**config.mk**
```make
export PLATFORM = sky130hd
export DESIGN_NAME = gnms_queue
export DESIGN_NICKNAME = d
export VERILOG_FILES = /design/src/design/gnms_pkg.sv /design/src/design/gnms_queue.sv
export SDC_FILE = /design/constraint.sdc
export NUM_CORES = 1
export LEC_CHECK = 0
export BUFFER_PORTS_ARGS = -buffer_cell sky130_fd_sc_hd__buf_2
export CAP_MARGIN = 5
export CORE_ASPECT_RATIO = 0.7
export CORE_MARGIN = 3
export CORE_UTILIZATION = 35
export DETAILED_ROUTE_END_ITERATION = 16
export PLACE_DENSITY = 0.63
export SLEW_MARGIN = 20
export SYNTH_ARGS = -nofsm -noshare
export SYNTH_HDL_FRONTEND = slang
export SYNTH_SLANG_ARGS = --single-unit
```
**constraint.sdc**
```tcl
create_clock -name clk -period 4.12 [get_ports clk]
set_input_delay 0.206 -clock clk [delete_from_list [all_inputs] [get_ports clk]]
set_output_delay 0.206 -clock clk [all_outputs]
set_load 0.01 [all_outputs]
```
**src/design/gnms_pkg.sv**
```systemverilog
`timescale 1ns / 1ps
// Shared types, constants and helpers for the greedy IoU box suppression block.
// Used by the channel interfaces, the input queue and the suppression engine.
package gnms_pkg;

  localparam int MaxBoxes = 64;
  localparam int IdxW     = $clog2(MaxBoxes);
  localparam int CntW     = $clog2(MaxBoxes + 1);
  localparam int CoordW   = 16;
  localparam int ScoreW   = 16;
  localparam int AreaW    = 2 * CoordW;
  localparam int UniW     = AreaW + 1;
  localparam int Q16Shift = 16;
  localparam int ProdW    = UniW + ScoreW;
  localparam int QDepth   = 4;
  localparam int QPtrW    = $clog2(QDepth);
  localparam int CfgIdxW  = 1;
  localparam int CfgDataW = 16;

  typedef enum logic [CfgIdxW-1:0] {
    RegScoreFloor   = 1'b0,
    RegOverlapLimit = 1'b1
  } reg_idx_t;

  typedef struct packed {
    logic [CoordW-1:0] left;
    logic [CoordW-1:0] top;
    logic [CoordW-1:0] right;
    logic [CoordW-1:0] bottom;
    logic [ScoreW-1:0] score;
  } box_t;

  typedef struct packed {
    box_t box;
    logic last;
  } in_item_t;

  typedef struct packed {
    logic [IdxW-1:0]  idx;
    logic [AreaW-1:0] area;
  } kept_t;

  typedef enum logic [4:0] {
    S_LOAD,
    S_RANK_RD,
    S_RANK_CMP,
    S_WALK_RD,
    S_WALK_IDX,
    S_WALK_BOX,
    S_WALK_AREA,
    S_CMP_RD,
    S_CMP_BOX,
    S_CMP_SPAN,
    S_CMP_MUL,
    S_CMP_UNI,
    S_CMP_TEST,
    S_KEEP,
    S_NEXT,
    S_EMIT_START,
    S_EMIT_RD,
    S_EMIT_BOX,
    S_EMIT_OUT,
    S_EMIT_NONE
  } state_t;

  // Length of an interval, zero when it is empty or inverted.
  function automatic logic [CoordW-1:0] span(input logic [CoordW-1:0] lo,
                                             input logic [CoordW-1:0] hi);
    span = (hi > lo) ? (hi - lo) : '0;
  endfunction

endpackage

```
**src/design/gnms_queue.sv**
```systemverilog
`timescale 1ns / 1ps
// Small FIFO that takes box items from the input channel ahead of the engine.
// Depends on gnms_pkg for the item type and depth.
module gnms_queue (
  input  logic               clk,
  input  logic               rst,
  input  logic               in_valid,
  output logic               in_ready,
  input  gnms_pkg::in_item_t in_item,
  output logic               out_valid,
  input  logic               out_ready,
  output gnms_pkg::in_item_t out_item
);

  gnms_pkg::in_item_t              slots [gnms_pkg::QDepth];
  logic [gnms_pkg::QPtrW-1:0]      wr_ptr;
  logic [gnms_pkg::QPtrW-1:0]      rd_ptr;
  logic [gnms_pkg::QPtrW:0]        fill;
  logic                            push;
  logic                            pop;

  assign in_ready  = (fill != (gnms_pkg::QPtrW+1)'(gnms_pkg::QDepth));
  assign out_valid = (fill != '0);
  assign out_item  = slots[rd_ptr];
  assign push      = in_valid && in_ready;
  assign pop       = out_valid && out_ready;

  always_ff @(posedge clk) begin
    if (push) begin
      slots[wr_ptr] <= in_item;
    end
  end

  always_ff @(posedge clk) begin
    if (rst) begin
      wr_ptr <= '0;
      rd_ptr <= '0;
      fill   <= '0;
    end else begin
      if (push) begin
        wr_ptr <= wr_ptr + 1'b1;
      end
      if (pop) begin
        rd_ptr <= rd_ptr + 1'b1;
      end
      if (push && !pop) begin
        fill <= fill + 1'b1;
      end else if (pop && !push) begin
        fill <= fill - 1'b1;
      end
    end
  end

endmodule

```
# Word level (Yosys, flattened, before mapping)
# Memories as Yosys holds them, arrays and structs flattened. A register that Yosys moved wholly into a read port is not among the register bits.
# Cells that the tools add are included.
dict set report op_classes {
  n_addsub 4
  eq_ne 1
  muxes 6
  reduce_logical 8
}
# op count
set ops {}
lappend ops {{2-to-1 mux 3 bit} 2}
lappend ops {{adder 2 x 1 -> 2 bit, second input constant} 2}
lappend ops {{logical AND 1 bit} 4}
lappend ops {{2-to-1 mux 2 bit} 2}
lappend ops {{adder 3 x 1 -> 3 bit, second input constant} 1}
lappend ops {{inequality test 3 bit, second input constant} 1}
lappend ops {{nonzero test 3 bit} 1}
lappend ops {{subtractor 3 x 1 -> 3 bit, second input constant} 1}
lappend ops {{zero test 1 bit} 2}
lappend ops {{2-to-1 mux 1 bit} 2}
lappend ops {{nonzero test 2 bit} 1}
dict set report word_totals {
  reg_bits 7
  ramBits 324
  inputBits 85
  out_inout_bits 83
  word_cells 23
  mem_count 1
}
# name depth width read_ports rd_ports_with_merged_regs wr line_no
set memory_table {}
lappend memory_table {slots 4 81 1 1 1 gnms_queue.sv:15} ;# gnms_pkg::in_item_t slots [gnms_pkg::QDepth];

# Depth between registers and ports, before layout
dict set report depth {
  word_depth 6
  mapped_depth 8
}

# Least setup slack after synthesis
# No wires, ideal clock.
dict set report synth_path {
  path_type {reg-to-reg}
  start {register fill[0] in the netlist's numbering}
  end {memory slots[0][0] in the netlist's numbering (enable)}
  setup_time_ns 0.448
  arrival_ns 2.692
  required_time_ns 3.672
  slack_ns 0.980
  path_stages_with_launch 4
  n_path_buf 0
  path_cell_list {dfxtp_1 -> nor2_1 -> a21boi_2 -> and2_1}
}
dict set report synth_between {
  elab_chain_len 4
}
# element line_no
set synth_rtl {}
lappend synth_rtl {{from (decl)} gnms_queue.sv:18} ;# logic [gnms_pkg::QPtrW:0] fill;
lappend synth_rtl {{from (signal assigned)} gnms_queue.sv:47} ;# fill <= fill + 1'b1;
lappend synth_rtl {{from (signal assigned)} gnms_queue.sv:49} ;# fill <= fill - 1'b1;
lappend synth_rtl {{inequality test 3 bit} gnms_queue.sv:22} ;# assign in_ready = (fill != (gnms_pkg::QPtrW+1)'(gnms_pkg::QDepth));
lappend synth_rtl {{logical AND 1 bit} gnms_queue.sv:25} ;# assign push = in_valid && in_ready;
lappend synth_rtl {{net push} gnms_queue.sv:19} ;# logic push;
lappend synth_rtl {{2-to-1 mux 1 bit} gnms_queue.sv:29} ;# if (push) begin
lappend synth_rtl {{2-to-1 mux 1 bit (not written as such)} gnms_queue.sv:30} ;# slots[wr_ptr] <= in_item;
lappend synth_rtl {{to (decl)} gnms_queue.sv:15}
# The timed path passes the listed nets, and every way through them passes these cells.

==> reports/metrics.cfg <==
[clock_network]
ctsHtreeMaxLevel = 2
cts_resized = 0
hold_buffers = 82
cts_tree = yes
clk_pin_slew_worst_paths_ns = 0.06
cts.sinks = 333
cts-root-buf = clkbuf_16
numCtsBuffers = 34
clkLatencyLatePin_ns = 0.51
post_cts_buffers = 0
cts_max_path_buffers = 3

[critical_path]
worst-path-max-fanout = 28
worst_ep_required_time_ns = 3.91
crit_chain = buf_4, mux4_2, buf_2
critPathKind = flop to output port
crit_arrival_ns = 2.41
slowest_stage = mux4_2
critPathCaptureType = output port
cp_num_buf_inv = 2
cp_top_family = buffers and inverters
slowest_delay_ns = 0.60
critical_path.startpoint_type = flop

[synthesis]
yosys_warnings = 0
synth_edf_count = 324
synthArstFlopShare = 0
syn_avg_cell_area_sq_um = 26.0
synthFlopType = edfxtp_1
syn_nets = 562
netlist_area_sq_um = 12200
muxShareOfSynthArea = 0.152
yosysTopAreaCell = edfxtp_1
synth_compound_area_frac = 0.00307
netlist_top_cells_area = edfxtp_1, mux4_2, dfxtp_1, buf_12, ha_1
syn_inst = 471
synthAdderAreaFrac = 0.00675
synth.top_cell.area_share = 0.795
synth_seq_area_share = 0.810
ys_ff_latch = 333
yosys.area_share.simple = 0.00685
synth-xor-area-share = 0.00286
synth_top_family_by_area = multiplexers
synth_cell_types = 23

[outcome]
outcome = finished clean

[pwr]
irDropWorstVdd_v = 0.000460
power.leakage_nw = 5.21
p_total_mw = 9.35
powerDensity_nw_per_um2 = 603

[grt]
antenna_found_initial = 0
grt_max_degree = 57
grtUsageTotal = 0.128
grt_pass1_vias = 6203
grt_pass1_wl_microns = 36700
grt_overflow = 0

[timing]
hold_slack_ns = 0.108
fin_crit_sh = 0.634
setup_viol = 0
final-max-slew-violation-count = 0
finalHoldViolations = 0
max_clock_freq_mhz = 383
finalSetupTns_ns = 0
fin_skew_ns = 0.0111
rsz0062_at_grt = no
worst-slew-pin-transition_ns = 0.906
finalCriticalPeriod_ns = 2.61
maxSlewHeadroom = 0.396

[cells_and_area]
layout.nets = 836
stdcell_area_sq_um = 15500
diodes = 0
drive_above_1_share = 0.409
syn_to_final_growth_pct = 26.7

[floorplan]
start_util = 0.360
chipWidth_microns = 229
core_area_sq_um = 34000
row_count = 56
dieHeight_microns = 162
pin_count = 168
die_area_sq_um = 37300

[detailed_routing]
first_pass_iters = 4
drc = 0
ant_nets = 0
routed_via_density = 4.64
drtIter0Drc = 383
wirelength_microns = 23600
wl_per_cell_microns = 19.1
vias = 5727

[flow_run]
maxCapViolCount = 0

[place]
place_area_sq_um = 13600
port_buffers = 167
place.gp.congestion = 0.679
hpwl_microns = 13600

[hold_path]
hold_class = input pin to flop

## layout by cell type, fill, tap and decap left out
| master | netlist | routed |
|---|---|---|
| clkinvlp_4 | 0 | 1 |
| o21ai_0 | 1 | 1 |
| o311ai_0 | 1 | 1 |
| a21boi_2 | 1 | 1 |
| ha_1 | 5 | 5 |
| buf_12 | 8 | 5 |
| bufinv_16 | 0 | 2 |
| clkbuf_16 | 0 | 37 |
| and2_4 | 0 | 4 |
| nor2_1 | 8 | 8 |
| xor2_1 | 4 | 4 |
| nand2_1 | 1 | 1 |
| mux2i_1 | 2 | 2 |
| clkbuf_1 | 2 | 6 |
| edfxtp_1 | 324 | 324 |
| clkinv_1 | 0 | 5 |
| or3_1 | 2 | 2 |
| clkinv_4 | 0 | 2 |
| buf_2 | 8 | 167 |
| dfxtp_4 | 0 | 2 |
| inv_6 | 0 | 3 |
| clkinv_2 | 0 | 6 |
| dfxtp_1 | 9 | 7 |
| mux4_2 | 81 | 81 |
| buf_4 | 0 | 3 |
| o31ai_1 | 1 | 1 |
| nand2b_1 | 2 | 2 |
| inv_1 | 3 | 3 |
| dlygate4sd3_1 | 0 | 82 |
| a21oi_1 | 1 | 1 |
| mux2_2 | 1 | 1 |
| fa_1 | 1 | 1 |
## cell type report
cell class,count,area [sq um]
clock inverters,19,160
inverters,3,11.3
repair buffers,257,1780
clock buffers,43,948
fillers,2868,18500
multi-input cells,116,2100
flip-flops and latches,333,9920
well taps,464,581
## kinds of logic (layout without fill, tap and decap cells)
group	after synthesis	in the layout
XOR/XNOR	4	4
buffers and inverters	22	322
AO/OA/AOI/OAI	5	5
AND/OR/NAND/NOR	17	17
adder cells (fa/ha/maj)	6	6
flip-flops	333	333
multiplexers	84	84
## registers in the layout, indices dropped and copies added (netlist names), named ones only
name	flops
fill	3
rd_ptr	2
wr_ptr	2
slots	324
## worst reg2reg max path: stages, from the launching register on
cell and delay [ns]:
dfxtp_1 0.44, nor2_1 0.10, a21boi_2 0.36, and2_4 0.61
buf_12 0.35
## per-layer routing
| layer | GRT usage | wire [microns] | share of wire | vias to the layer above |
|---|---|---|---|---|
| met5 | 0 | 0 | 0 | - |
| met2 | 0.206 | 11300 | 0.48 | 153 |
| met1 | 0.172 | 10400 | 0.44 | 2967 |
| met4 | 0.0348 | 472 | 0.020 | 0 |
| met3 | 0.0353 | 1410 | 0.060 | 41 |
| li1 | - | - | - | 2566 |
## report_power, final
group | total, mW | internal (mW) | leakage (nW) | switching, mW
combinational | 2.04 | 1.02 | 1.62 | 1.01
clock | 3.02 | 1.77 | 0.545 | 1.25
sequential | 4.28 | 4.11 | 3.04 | 0.171
total | 9.35 | 6.91 | 5.21 | 2.43
## stage by stage
step                 util  setup WS (ns)  cells
floorplan               -          0.980    471
CTS                 0.456           1.40   1235
global route        0.456           1.31   1235
detailed placement  0.399           1.82   1091
finish              0.456           1.51   1235
global placement    0.399           1.87   1091
## final timing paths
path,depth (start not counted),start,slack (ns),to
setup / recovery,3,flop,1.51,out_item[13]
hold / removal,4,out_ready,0.11,rd_ptr[0]
hold reg to reg,2,rd_ptr[1],0.52,rd_ptr[1]
setup reg to reg,4,fill[0],1.87,slots[0][42]
## cells in the mapped netlist (2+ instances only)
| cell | number |
|---|---|
| and2_1 | 4 |
| buf_12 | 8 |
| buf_2 | 8 |
| clkbuf_1 | 2 |
| dfxtp_1 | 9 |
| edfxtp_1 | 324 |
| ha_1 | 5 |
| inv_1 | 3 |
| mux2i_1 | 2 |
| mux4_2 | 81 |
| nand2b_1 | 2 |
| nor2_1 | 8 |
| or3_1 | 2 |
| xor2_1 | 4 |
Power figures use the tool's default switching activity.
